File: src/rtl/chi_pkg.sv
`default_nettype none

package chi_pkg;

  // field widths
  localparam int KEY_W      = 31;
  localparam int KICKS_W    = 8;
  localparam int STATUS_W   = 2;
  localparam int TS_W       = 5;
  localparam int IN_DATA_W  = 32;
  localparam int OUT_DATA_W = 40;
  localparam int CFG_ADDR_W = 1;
  localparam int CFG_DATA_W = 8;

  // largest modulus the size register can express
  localparam int TS_MAX = 31;

  // result status codes
  localparam logic [STATUS_W-1:0] ST_EMPTY  = 2'd0;
  localparam logic [STATUS_W-1:0] ST_KICKED = 2'd1;
  localparam logic [STATUS_W-1:0] ST_FAIL   = 2'd2;

  // register indexes
  localparam logic [CFG_ADDR_W-1:0] CFG_TABLE_SIZE = 1'd0;
  localparam logic [CFG_ADDR_W-1:0] CFG_MAX_KICKS  = 1'd1;

endpackage

`default_nettype wire

File: src/rtl/chi_ram.sv
`default_nettype none

module chi_ram #(
  parameter int WIDTH = 31,
  parameter int DEPTH = 16,
  localparam int ADDR_W = (DEPTH > 1) ? $clog2(DEPTH) : 1
) (
  input  wire logic              clk_i,
  input  wire logic              we_i,
  input  wire logic [ADDR_W-1:0] waddr_i,
  input  wire logic [WIDTH-1:0]  wdata_i,
  input  wire logic              re_i,
  input  wire logic [ADDR_W-1:0] raddr_i,
  output logic      [WIDTH-1:0]  rdata_o
);

  logic [WIDTH-1:0] mem_q [DEPTH];
  logic [WIDTH-1:0] rdata_q;

  // one write port, one registered read port
  always_ff @(posedge clk_i) begin
    if (we_i) begin
      mem_q[waddr_i] <= wdata_i;
    end
    if (re_i) begin
      rdata_q <= mem_q[raddr_i];
    end
  end

  assign rdata_o = rdata_q;

endmodule

`default_nettype wire

File: src/rtl/cuckoo_hash_insert.sv
// channel   direction  handshake                    payload
// s_axis    in         s_axis_tvalid/s_axis_tready  tdata: key
// m_axis    out        m_axis_tvalid/m_axis_tready  tdata: kicks, homeless_key; tuser: status
// cfg       in         cfg_we_i                     cfg_addr_i, cfg_wdata_i
//
// one item at a time; the shared bit-serial divider sets the pace: key mod m for a
// table-one hash, key div m, then mod m for a table-two hash
// an insert runs divide and check, then swap, divide and check per eviction, and
// ends in a done state that hands the result to the output register
// reset clears the valid marks and loads table_size 16, max_kicks 16
// a stalled output holds one result; the next item is accepted meanwhile
`default_nettype none

module cuckoo_hash_insert #(
  parameter int DEPTH = 16
) (
  input  wire logic                                clk_i,
  input  wire logic                                rst_ni,
  // key
  input  wire logic [chi_pkg::IN_DATA_W-1:0]       s_axis_tdata,
  input  wire logic                                s_axis_tvalid,
  output logic                                     s_axis_tready,
  // kicks [7:0], homeless_key [38:8], zero [39]
  output logic [chi_pkg::OUT_DATA_W-1:0]           m_axis_tdata,
  // status [1:0]
  output logic [chi_pkg::STATUS_W-1:0]             m_axis_tuser,
  output logic                                     m_axis_tvalid,
  input  wire logic                                m_axis_tready,
  input  wire logic                                cfg_we_i,
  input  wire logic [chi_pkg::CFG_ADDR_W-1:0]      cfg_addr_i,
  input  wire logic [chi_pkg::CFG_DATA_W-1:0]      cfg_wdata_i
);

  // only slots below the largest usable modulus are ever addressed
  localparam int SLOTS  = (DEPTH < chi_pkg::TS_MAX) ? DEPTH : chi_pkg::TS_MAX;
  localparam int SLOT_W = (SLOTS > 1) ? $clog2(SLOTS) : 1;
  localparam int KEY_W  = chi_pkg::KEY_W;
  localparam int TS_W   = chi_pkg::TS_W;

  localparam logic [2:0] S_IDLE  = 3'd0;
  localparam logic [2:0] S_DIV   = 3'd1;
  localparam logic [2:0] S_CHECK = 3'd2;
  localparam logic [2:0] S_SWAP  = 3'd3;
  localparam logic [2:0] S_DONE  = 3'd4;

  logic [2:0]                     state_q, state_d;
  logic [TS_W-1:0]                table_size_q;
  logic [chi_pkg::KICKS_W-1:0]    max_kicks_q;
  logic [KEY_W-1:0]               cur_q, cur_d;
  logic [KEY_W-1:0]               dvd_q, dvd_d;
  logic [TS_W-1:0]                rem_q, rem_d;
  logic [TS_W-1:0]                step_q, step_d;
  logic                           pass_q, pass_d;
  logic                           which_q, which_d;
  logic [chi_pkg::KICKS_W-1:0]    kicks_q, kicks_d;
  logic [TS_W-1:0]                m_q, m_d;
  logic [SLOT_W-1:0]              slot_q, slot_d;
  logic [chi_pkg::STATUS_W-1:0]   res_status_q, res_status_d;
  logic [SLOTS-1:0]               valid1_q, valid1_d;
  logic [SLOTS-1:0]               valid2_q, valid2_d;
  logic                           out_valid_q, out_valid_d;
  logic [chi_pkg::STATUS_W-1:0]   out_status_q;
  logic [chi_pkg::KICKS_W-1:0]    out_kicks_q;
  logic [KEY_W-1:0]               out_key_q;
  logic                           out_load;

  logic [TS_W-1:0]  eff_size;
  logic [TS_W:0]    rem_sh;
  logic             rem_ge;
  logic [TS_W-1:0]  rem_nx;
  logic [KEY_W-1:0] quo_nx;
  logic             occupied;
  logic             in_accept;

  logic             we1, we2, re1, re2;
  logic [KEY_W-1:0] rdata1, rdata2, evicted;

  // effective modulus: zero acts as one, large sizes saturate
  always_comb begin
    if (table_size_q == '0) begin
      eff_size = TS_W'(1);
    end else if (int'(table_size_q) > SLOTS) begin
      eff_size = TS_W'(SLOTS);
    end else begin
      eff_size = table_size_q;
    end
  end

  // shared restoring divider, one quotient bit per cycle
  assign rem_sh = {rem_q, dvd_q[KEY_W-1]};
  assign rem_ge = rem_sh >= {1'b0, m_q};
  assign rem_nx = rem_ge ? TS_W'(rem_sh - {1'b0, m_q}) : rem_sh[TS_W-1:0];
  assign quo_nx = {dvd_q[KEY_W-2:0], rem_ge};

  assign occupied  = which_q ? valid2_q[slot_q] : valid1_q[slot_q];
  assign in_accept = s_axis_tvalid && s_axis_tready;
  assign evicted   = which_q ? rdata2 : rdata1;

  // key stores of the two tables
  assign we1 = !which_q && (((state_q == S_CHECK) && !occupied) || (state_q == S_SWAP));
  assign we2 = which_q && (((state_q == S_CHECK) && !occupied) || (state_q == S_SWAP));
  assign re1 = !which_q && (state_q == S_CHECK) && occupied && (kicks_q < max_kicks_q);
  assign re2 = which_q && (state_q == S_CHECK) && occupied && (kicks_q < max_kicks_q);

  chi_ram #(.WIDTH(KEY_W), .DEPTH(SLOTS)) u_first_keys (
    .clk_i   (clk_i),
    .we_i    (we1),
    .waddr_i (slot_q),
    .wdata_i (cur_q),
    .re_i    (re1),
    .raddr_i (slot_q),
    .rdata_o (rdata1)
  );

  chi_ram #(.WIDTH(KEY_W), .DEPTH(SLOTS)) u_second_keys (
    .clk_i   (clk_i),
    .we_i    (we2),
    .waddr_i (slot_q),
    .wdata_i (cur_q),
    .re_i    (re2),
    .raddr_i (slot_q),
    .rdata_o (rdata2)
  );

  // insert sequencer
  always_comb begin
    state_d      = state_q;
    cur_d        = cur_q;
    dvd_d        = dvd_q;
    rem_d        = rem_q;
    step_d       = step_q;
    pass_d       = pass_q;
    which_d      = which_q;
    kicks_d      = kicks_q;
    m_d          = m_q;
    slot_d       = slot_q;
    res_status_d = res_status_q;
    valid1_d     = valid1_q;
    valid2_d     = valid2_q;
    out_load     = 1'b0;

    unique case (state_q)
      S_IDLE: begin
        if (in_accept) begin
          cur_d   = s_axis_tdata[KEY_W-1:0];
          dvd_d   = s_axis_tdata[KEY_W-1:0];
          rem_d   = '0;
          step_d  = '0;
          pass_d  = 1'b0;
          which_d = 1'b0;
          kicks_d = '0;
          m_d     = eff_size;
          state_d = S_DIV;
        end
      end
      S_DIV: begin
        dvd_d  = quo_nx;
        rem_d  = rem_nx;
        step_d = step_q + TS_W'(1);
        if (step_q == TS_W'(KEY_W - 1)) begin
          if (which_q && !pass_q) begin
            // second pass: quotient mod m
            rem_d  = '0;
            step_d = '0;
            pass_d = 1'b1;
          end else begin
            slot_d  = rem_nx[SLOT_W-1:0];
            state_d = S_CHECK;
          end
        end
      end
      S_CHECK: begin
        if (!occupied) begin
          if (which_q) begin
            valid2_d[slot_q] = 1'b1;
          end else begin
            valid1_d[slot_q] = 1'b1;
          end
          res_status_d = (kicks_q == '0) ? chi_pkg::ST_EMPTY : chi_pkg::ST_KICKED;
          state_d      = S_DONE;
        end else if (kicks_q >= max_kicks_q) begin
          res_status_d = chi_pkg::ST_FAIL;
          state_d      = S_DONE;
        end else begin
          state_d = S_SWAP;
        end
      end
      S_SWAP: begin
        // new key went into the slot, occupant moves to the other table
        cur_d   = evicted;
        dvd_d   = evicted;
        rem_d   = '0;
        step_d  = '0;
        pass_d  = 1'b0;
        which_d = !which_q;
        kicks_d = kicks_q + chi_pkg::KICKS_W'(1);
        state_d = S_DIV;
      end
      S_DONE: begin
        if (!out_valid_q || m_axis_tready) begin
          out_load = 1'b1;
          state_d  = S_IDLE;
        end
      end
      default: begin
        state_d = S_IDLE;
      end
    endcase
  end

  // output register
  always_comb begin
    out_valid_d = out_valid_q;
    if (out_load) begin
      out_valid_d = 1'b1;
    end else if (m_axis_tready) begin
      out_valid_d = 1'b0;
    end
  end

  // control state
  always_ff @(posedge clk_i or negedge rst_ni) begin
    if (!rst_ni) begin
      state_q      <= S_IDLE;
      step_q       <= '0;
      pass_q       <= 1'b0;
      which_q      <= 1'b0;
      kicks_q      <= '0;
      valid1_q     <= '0;
      valid2_q     <= '0;
      out_valid_q  <= 1'b0;
      table_size_q <= TS_W'(16);
      max_kicks_q  <= chi_pkg::KICKS_W'(16);
    end else begin
      state_q     <= state_d;
      step_q      <= step_d;
      pass_q      <= pass_d;
      which_q     <= which_d;
      kicks_q     <= kicks_d;
      valid1_q    <= valid1_d;
      valid2_q    <= valid2_d;
      out_valid_q <= out_valid_d;
      if (cfg_we_i) begin
        unique case (cfg_addr_i)
          chi_pkg::CFG_TABLE_SIZE: table_size_q <= cfg_wdata_i[TS_W-1:0];
          chi_pkg::CFG_MAX_KICKS:  max_kicks_q  <= cfg_wdata_i;
          default: ;
        endcase
      end
    end
  end

  // payload
  always_ff @(posedge clk_i) begin
    cur_q        <= cur_d;
    dvd_q        <= dvd_d;
    rem_q        <= rem_d;
    m_q          <= m_d;
    slot_q       <= slot_d;
    res_status_q <= res_status_d;
    if (out_load) begin
      out_status_q <= res_status_q;
      out_kicks_q  <= kicks_q;
      out_key_q    <= (res_status_q == chi_pkg::ST_FAIL) ? cur_q : '0;
    end
  end

  assign s_axis_tready = (state_q == S_IDLE);
  assign m_axis_tvalid = out_valid_q;
  assign m_axis_tuser  = out_status_q;
  assign m_axis_tdata  = {1'b0, out_key_q, out_kicks_q};

endmodule

`default_nettype wire

File: config.mk
export PLATFORM = sky130hd
export DESIGN_NAME = cuckoo_hash_insert
export DESIGN_NICKNAME = d
export VERILOG_FILES = /design/src/rtl/chi_pkg.sv /design/src/rtl/chi_ram.sv /design/src/rtl/cuckoo_hash_insert.sv
export SDC_FILE = /design/constraint.sdc
export NUM_CORES = 1
export LEC_CHECK = 0
export ABC_AREA = 0
export BUFFER_PORTS_ARGS = -buffer_cell sky130_fd_sc_hd__buf_2
export CORE_MARGIN = 1.5
export CORE_UTILIZATION = 40
export CTS_CLUSTER_SIZE = 28
export DETAILED_ROUTE_END_ITERATION = 10
export GPL_ROUTABILITY_DRIVEN = 0
export PLACE_DENSITY_LB_ADDON = 0.15
export SYNTH_ARGS = -nofsm -noshare
export SYNTH_HDL_FRONTEND = slang
export SYNTH_SLANG_ARGS = --single-unit
File: constraint.sdc
create_clock -name clk_i -period 11.2 [get_ports clk_i]
set_input_delay 2.24 -clock clk_i [delete_from_list [all_inputs] [get_ports clk_i]]
set_output_delay 2.24 -clock clk_i [all_outputs]
set_load 0.02 [all_outputs]
* Yosys cells after proc, flatten, opt, wreduce, memory -nomap -nowiden
Memory sizes are Yosys's and may differ from the RTL's. A register that Yosys moved wholly into a read port is not among the register bits. Cells that the tools add are included.
Storage, ports and cells: bits in registers 183, RAM bits 992, input port bits 46, output and inout bits 44, word-level logic and storage cells 130, memories kept 2
Memory list:
- u_first_keys.mem_q | words 16, width 31, rd ports 1, clocked after Yosys merged registers in 1, wr ports 1, RTL line chi_ram.sv:17 | logic [WIDTH-1:0] mem_q [DEPTH];
- u_second_keys.mem_q | words 16, width 31, rd ports 1, clocked after Yosys merged registers in 1, wr ports 1, RTL line chi_ram.sv:17
Operators by class: add/subtract/negate cells 3, order comparisons 6, equality and inequality tests 12, muxes and demuxes 45, bitwise gates (word level) 6, reduce and logical (&&, ||, !) cells 36
Operators by type and width (count):
- one-hot mux 31 bit (3 select lines) | 1
- two-way mux 31 bit | 2
- one-hot mux 31 bit (2 select lines) | 1
- two-way mux 5 bit | 7
- OR 16 bit | 2
- one-hot mux 5 bit (3 select lines) | 2
- two-way mux 3 bit | 6
- two-way mux 1 bit | 16
- one-hot mux 8 bit (2 select lines) | 1
- one-hot mux 3 bit (5 select lines) | 1
- logical AND 1 bit | 12
- AND reduction 2 bit | 6
- AND reduction 3 bit | 3
- adder 8 x 1 -> 8 bit, second input constant | 1
- binary-select mux 1 bit (select 4 bit) | 2
- >= comparator 8 bit | 1
- zero test 8 bit | 1
- < comparator 8 bit | 1
- two-way mux 8 bit | 1
- inequality test 2 bit, second input constant | 4
- AND reduction 4 bit | 2
- == test 3 x 2 -> 1 bit, second input constant | 2
- >= comparator 6 x 5 -> 1 bit | 1
- adder 5 x 1 -> 5 bit, second input constant | 1
- other kinds (21) | 31

* Depth between registers and ports, before layout
word-level depth 9, gate-level depth with buffers 9, depth with buffers taken out 9

* Modules after synthesis
A second synthesis with hierarchy kept.
Unflattened totals: cell total of the unflattened synthesis 2362, area total of the unflattened synthesis 47789.6 µm²
By module, submodules not included:
- chi_ram | times used 2, cells an instance 812, area an instance 19558.8 µm², sequential area each 15825.2 µm²
- cuckoo_hash_insert | times used 1, cells an instance 738, area an instance 8672.1 µm², sequential area each 5177.5 µm²

* Worst setup path after synthesis
OpenSTA, ideal clock, no wires.
path type register -> register, start register kicks_q[5] (netlist bit), end register u_first_keys.rdata_q[0] (netlist: u_first_keys.rdata_o[0]), read port of u_first_keys.mem_q, enable pin, setup time 0.497 ns, arrival 4.501 ns, data required time 10.703 ns, slack 6.202 ns, cell stages (with the launch flop) 7, buffers on the path 0, period minus slack after synthesis 4.998 ns, cells stage by stage dfrtp_1 ha_1 a21o_1 a21o_1 a21o_1 or2_2 nor4_1
On the way: cells in the longest elaborated chain, start to end 2
Ends and longest elaborated chain:
- start, declared | RTL line cuckoo_hash_insert.sv:55 | logic [chi_pkg::KICKS_W-1:0] kicks_q, kicks_d;
- start signal, assigned | RTL line cuckoo_hash_insert.sv:239 | kicks_q <= kicks_d;
- < comparator 8 bit | RTL line cuckoo_hash_insert.sv:102 | assign re1 = !which_q && (state_q == S_CHECK) && occupied && (kicks_q < max_kicks_q);
- logical AND 1 bit | RTL line cuckoo_hash_insert.sv:102
- net re1 | RTL line cuckoo_hash_insert.sv:75 | logic we1, we2, re1, re2;
- end, declared | RTL line chi_ram.sv:18 | logic [WIDTH-1:0] rdata_q;
The timed path passes the listed nets, and every way through them passes these cells. A chain may end at the register's enable or synchronous reset.

* Worst setup path after layout
start register slot_q[0], end register u_second_keys.rdata_q[11] (netlist: u_second_keys.rdata_o[11]), read port of u_second_keys.mem_q (data pin)
On the way: cells in the longest elaborated chain, start to end 5, elaborated cells between the ends (all ways) 7, classes of those cells mux: 5; reduce/logical: 2
Ends and longest elaborated chain:
- start, declared | RTL line cuckoo_hash_insert.sv:57 | logic [SLOT_W-1:0] slot_q, slot_d;
- start signal, assigned | RTL line cuckoo_hash_insert.sv:259 | slot_q <= slot_d;
- binary-select mux 1 bit (select 4 bit) | RTL line cuckoo_hash_insert.sv:95 | assign occupied = which_q ? valid2_q[slot_q] : valid1_q[slot_q];
- two-way mux 1 bit (not written as such) | RTL line cuckoo_hash_insert.sv:95
- two-way mux 1 bit | RTL line cuckoo_hash_insert.sv:95
- logical AND 1 bit (2 in series) | RTL line cuckoo_hash_insert.sv:103 | assign re2 = which_q && (state_q == S_CHECK) && occupied && (kicks_q < max_kicks_q);
- end, declared | RTL line chi_ram.sv:18
Parallel ways exist; a longest one is shown, timed or not. The select of a mux whose other input is x is not followed.

==> flow_summary.ini <==
[outcome]
status = completed

[timing]
fin_setup_tns_ns = 0
finalSetupViolations = 0
finalHoldViolations = 0
finalCriticalPeriod_ns = 5.15
fin_worst_hold_slack_ns = 0.445
slew-limit-headroom_pct = 23.5
fin_ws_ns = 6.05
slew_violations = 0
rsz0062_at_grt = no
finClkSkew_ns = 0.0366
tightest_slew_ns = 1.15
finalCritPeriodShare_pct = 45.9
max_freq_mhz = 194

[drt]
drtPass1Iterations = 5
drc_errors = 0
num_vias = 23000
antenna_left = 0
drt_iter0_drc = 2369
via_per_inst = 5.73
drt-total-wl_um = 123000
wl_per_cell_um = 30.7

[cts]
cts_resized = 0
postCtsSetupBuffers = 0
numCtsBuffers = 133
cts_sinks = 1237
ctsHoldBuffers = 0
h-tree-depth = 4
clk_pin_slew_ns = 0.06
cts_tree = yes
cts.path.max_buffers = 3
cts_root_buffer = clkbuf_16
clk_latency_ns = 0.75

[place]
post-place-ws_ns = 5.87
portBuffers = 87
hpwl_um = 62100
placed_area_um2 = 50300
dp_cells = 3775

[critical_path]
critPathMaxStageDelay_ns = 0.91
arrival_ns = 5.63
critical-path-top-delay-family = buffers and inverters
worstSetupPathType = reg -> reg
path_common_cell = buf_4
cp_slowest_cell = buf_4
critPathCaptureType = register
crit_chain = buf_4 > buf_4 > buf_4 > buf_4 > mux4_2 > mux4_2
critPathRequiredTime_ns = 11.68
crit_fanout = 47
cp.buffers_inverters = 4
cp-start-kind = register

[floorplan]
die_w_um = 348
row_count = 126
die-area_um2 = 121000
start_util_pct = 40.4
core_um2 = 118000
io_pins = 90
die_y_um = 348

[pwr]
p_clk_share_pct = 41.3
pwr-share-seq_pct = 53.0
p_leak_nw = 17.4
power.density_nw_per_um2 = 188
power.share.switching_pct = 22.1
peakVddDrop_mv = 0.149
intPower_w = 0.00796
p_comb_share_pct = 5.7
p_switching_w = 0.00226

[logic_synthesis]
syn-num-nets = 2272
synth.distinct_cells = 51
synth_area_leaders = edfxtp_1 (74%), mux4_2 (15%), dfrtp_1 (3.3%)
ys_warn_count = 0
syn_inst = 2206
synth_area_um2 = 47700
async_flop_share_pct = 5.17
synth-edff-count = 1173
netlist_top_cells_count = edfxtp_1 (1173), mux4_2 (313), nand2_1 (124)
yosysSeqAreaShare_pct = 77.2
synth_flop_cell = edfxtp_1
synth_top_area_share_pct = 73.8
synth_most_common_cell = edfxtp_1
ys_ff_latch = 1237
synth.avg_cell_area_um2 = 21.6
synth_top_area_cell = edfxtp_1

[global_route]
grt_pass1_vias = 23600
grt_pass1_wl_um = 173000
grt.overflow.total = 0
gr-usage-met2_pct = 32.2
grtUsageTotal_pct = 20.5
antenna_found_initial = 4
grt_busiest_layer = met2
use_met3_pct = 3.72
grt_util_met1_pct = 28.7
grt_start_max_net_pins = 143

[layout]
syn_to_final_growth_pct = 14.1
finalNonFillerCells = 4012
nNetsFinal = 2440
fin_area_um2 = 54500
diodes = 0
layout-drive-gt1-share_pct = 28.3

[hold_path]
min_path_type = reg -> reg

[job]
maxCapViolations = 0
## final timing paths
check / slack, ns / endpoint / startpoint / depth (start not counted)
setup reg to reg: 6.05 / u_second_keys.rdata_o[11] / slot_q[0] / 6
setup / recovery: 6.05 / u_second_keys.rdata_o[11] / slot_q[0] / 6
max in group asynchronous: 8.89 / which_q / rst_ni / 2
hold / removal: 0.44 / m_axis_tuser[1] / res_status_q[1] / 0
hold reg to reg: 0.44 / m_axis_tuser[1] / res_status_q[1] / 0
min in group asynchronous: 1.68 / max_kicks_q[7] / rst_ni / 2
## metal layers
metal | wire [µm] | up-vias
met1 | 52500 | 12500
li1 | - | 9442
met4 | 4110 | 2
met2 | 58700 | 879
met3 | 7850 | 196
met5 | 11 | -
## cells in the final DEF (no fill, tap or decap), types with 2 or more instances in the layout
cell type  Yosys  layout
a21o_1         8       8
a21oi_1        8       8
a31o_2         2       2
a31oi_1        3       3
and2_1        40      40
buf_2         38      87
buf_4          2      57
bufinv_16      0       9
clkbuf_1      49      38
clkbuf_16      0     137
clkinv_1       0      24
clkinv_2       0      19
clkinv_8       0       3
dfrtp_1       62      60
dfstp_2        2       2
edfxtp_1    1173    1173
ha_1          19      19
inv_1         24      22
inv_2          0       2
inv_6          0       3
mux2_2        15      15
mux2i_1       38      38
mux4_1         5       5
mux4_2       313     313
nand2_1      124     122
nand2_4        1       2
nand2b_1       2       2
nand3_1       15      15
nand4_1        6       6
nor2_1        49      17
nor2_4         0      33
nor2b_1       11      10
nor3_1         5       4
o211ai_1       2       2
o21ai_0      112     112
o21bai_1      32      32
o31ai_1        2       2
xor2_1         2       2
## power groups by stage
stage / sequential, W / clock, W / combinational (W)
3_3_place_gp: 0.00550 / 0 / 0.000564
6_report: 0.00542 / 0.00422 / 0.000577
3_5_place_dp: 0.00551 / 0 / 0.000578
2_1_floorplan: 0.00544 / 0 / 0.000405
5_1_grt: 0.00544 / 0.00449 / 0.000638
4_1_cts: 0.00542 / 0.00432 / 0.000582
## worst reg2reg max path, cell delays in order (launching register included)
cell and delay [ns]:
edfxtp_1 0.34, buf_4 0.65, buf_4 0.84, buf_4 0.92
buf_4 0.94, mux4_2 0.72, mux4_2 0.47
## state kept, by name, summed over array words and instances (netlist names), 2 cells and up
name,cells
cur_q,31
dvd_q,31
kicks_q,8
m_axis_tuser,2
m_q,5
max_kicks_q,8
out_key_q,31
out_kicks_q,8
rem_q,5
res_status_q,2
slot_q,4
state_q,3
step_q,5
table_size_q,5
u_first_keys.mem_q,496
u_first_keys.rdata_o,31
u_second_keys.mem_q,496
u_second_keys.rdata_o,31
valid1_q,16
valid2_q,16
## area by class of cell
cell class                      count  area, µm²
Sequential cell                  1237      36800
Fill cell                        9880      63800
Timing Repair Buffer              145        883
Inverter                           24       90.1
Tap cell                         1536       1920
Clock inverter                     61        588
Multi-Input combinational cell    833      10600
Clock buffer                      176       3580
## cell families (layout without fill, tap and decap cells)
group	after synthesis	in the layout	share of synthesized area, %
muxes	373	373	16.3
buffers and inverters	136	406	1.26
and+or+nand+nor	262	262	2.52
AOI/OAI and AO/OA	175	175	2.18
xor gates and xnor gates	2	2	0.0367
other	1	1	0.00786
adders and majority gates	20	20	0.540
DFF	1237	1237	77.2
## through the flow
stage | utilization (%) | total power, W
finish | 46.1 | 0.0102
global route | 46.1 | 0.0106
CTS | 46.1 | 0.0103
detailed placement | 42.5 | 0.00609
global placement | 42.5 | 0.00606
floorplan | - | 0.00584
(Power assumes the default switching activity.)
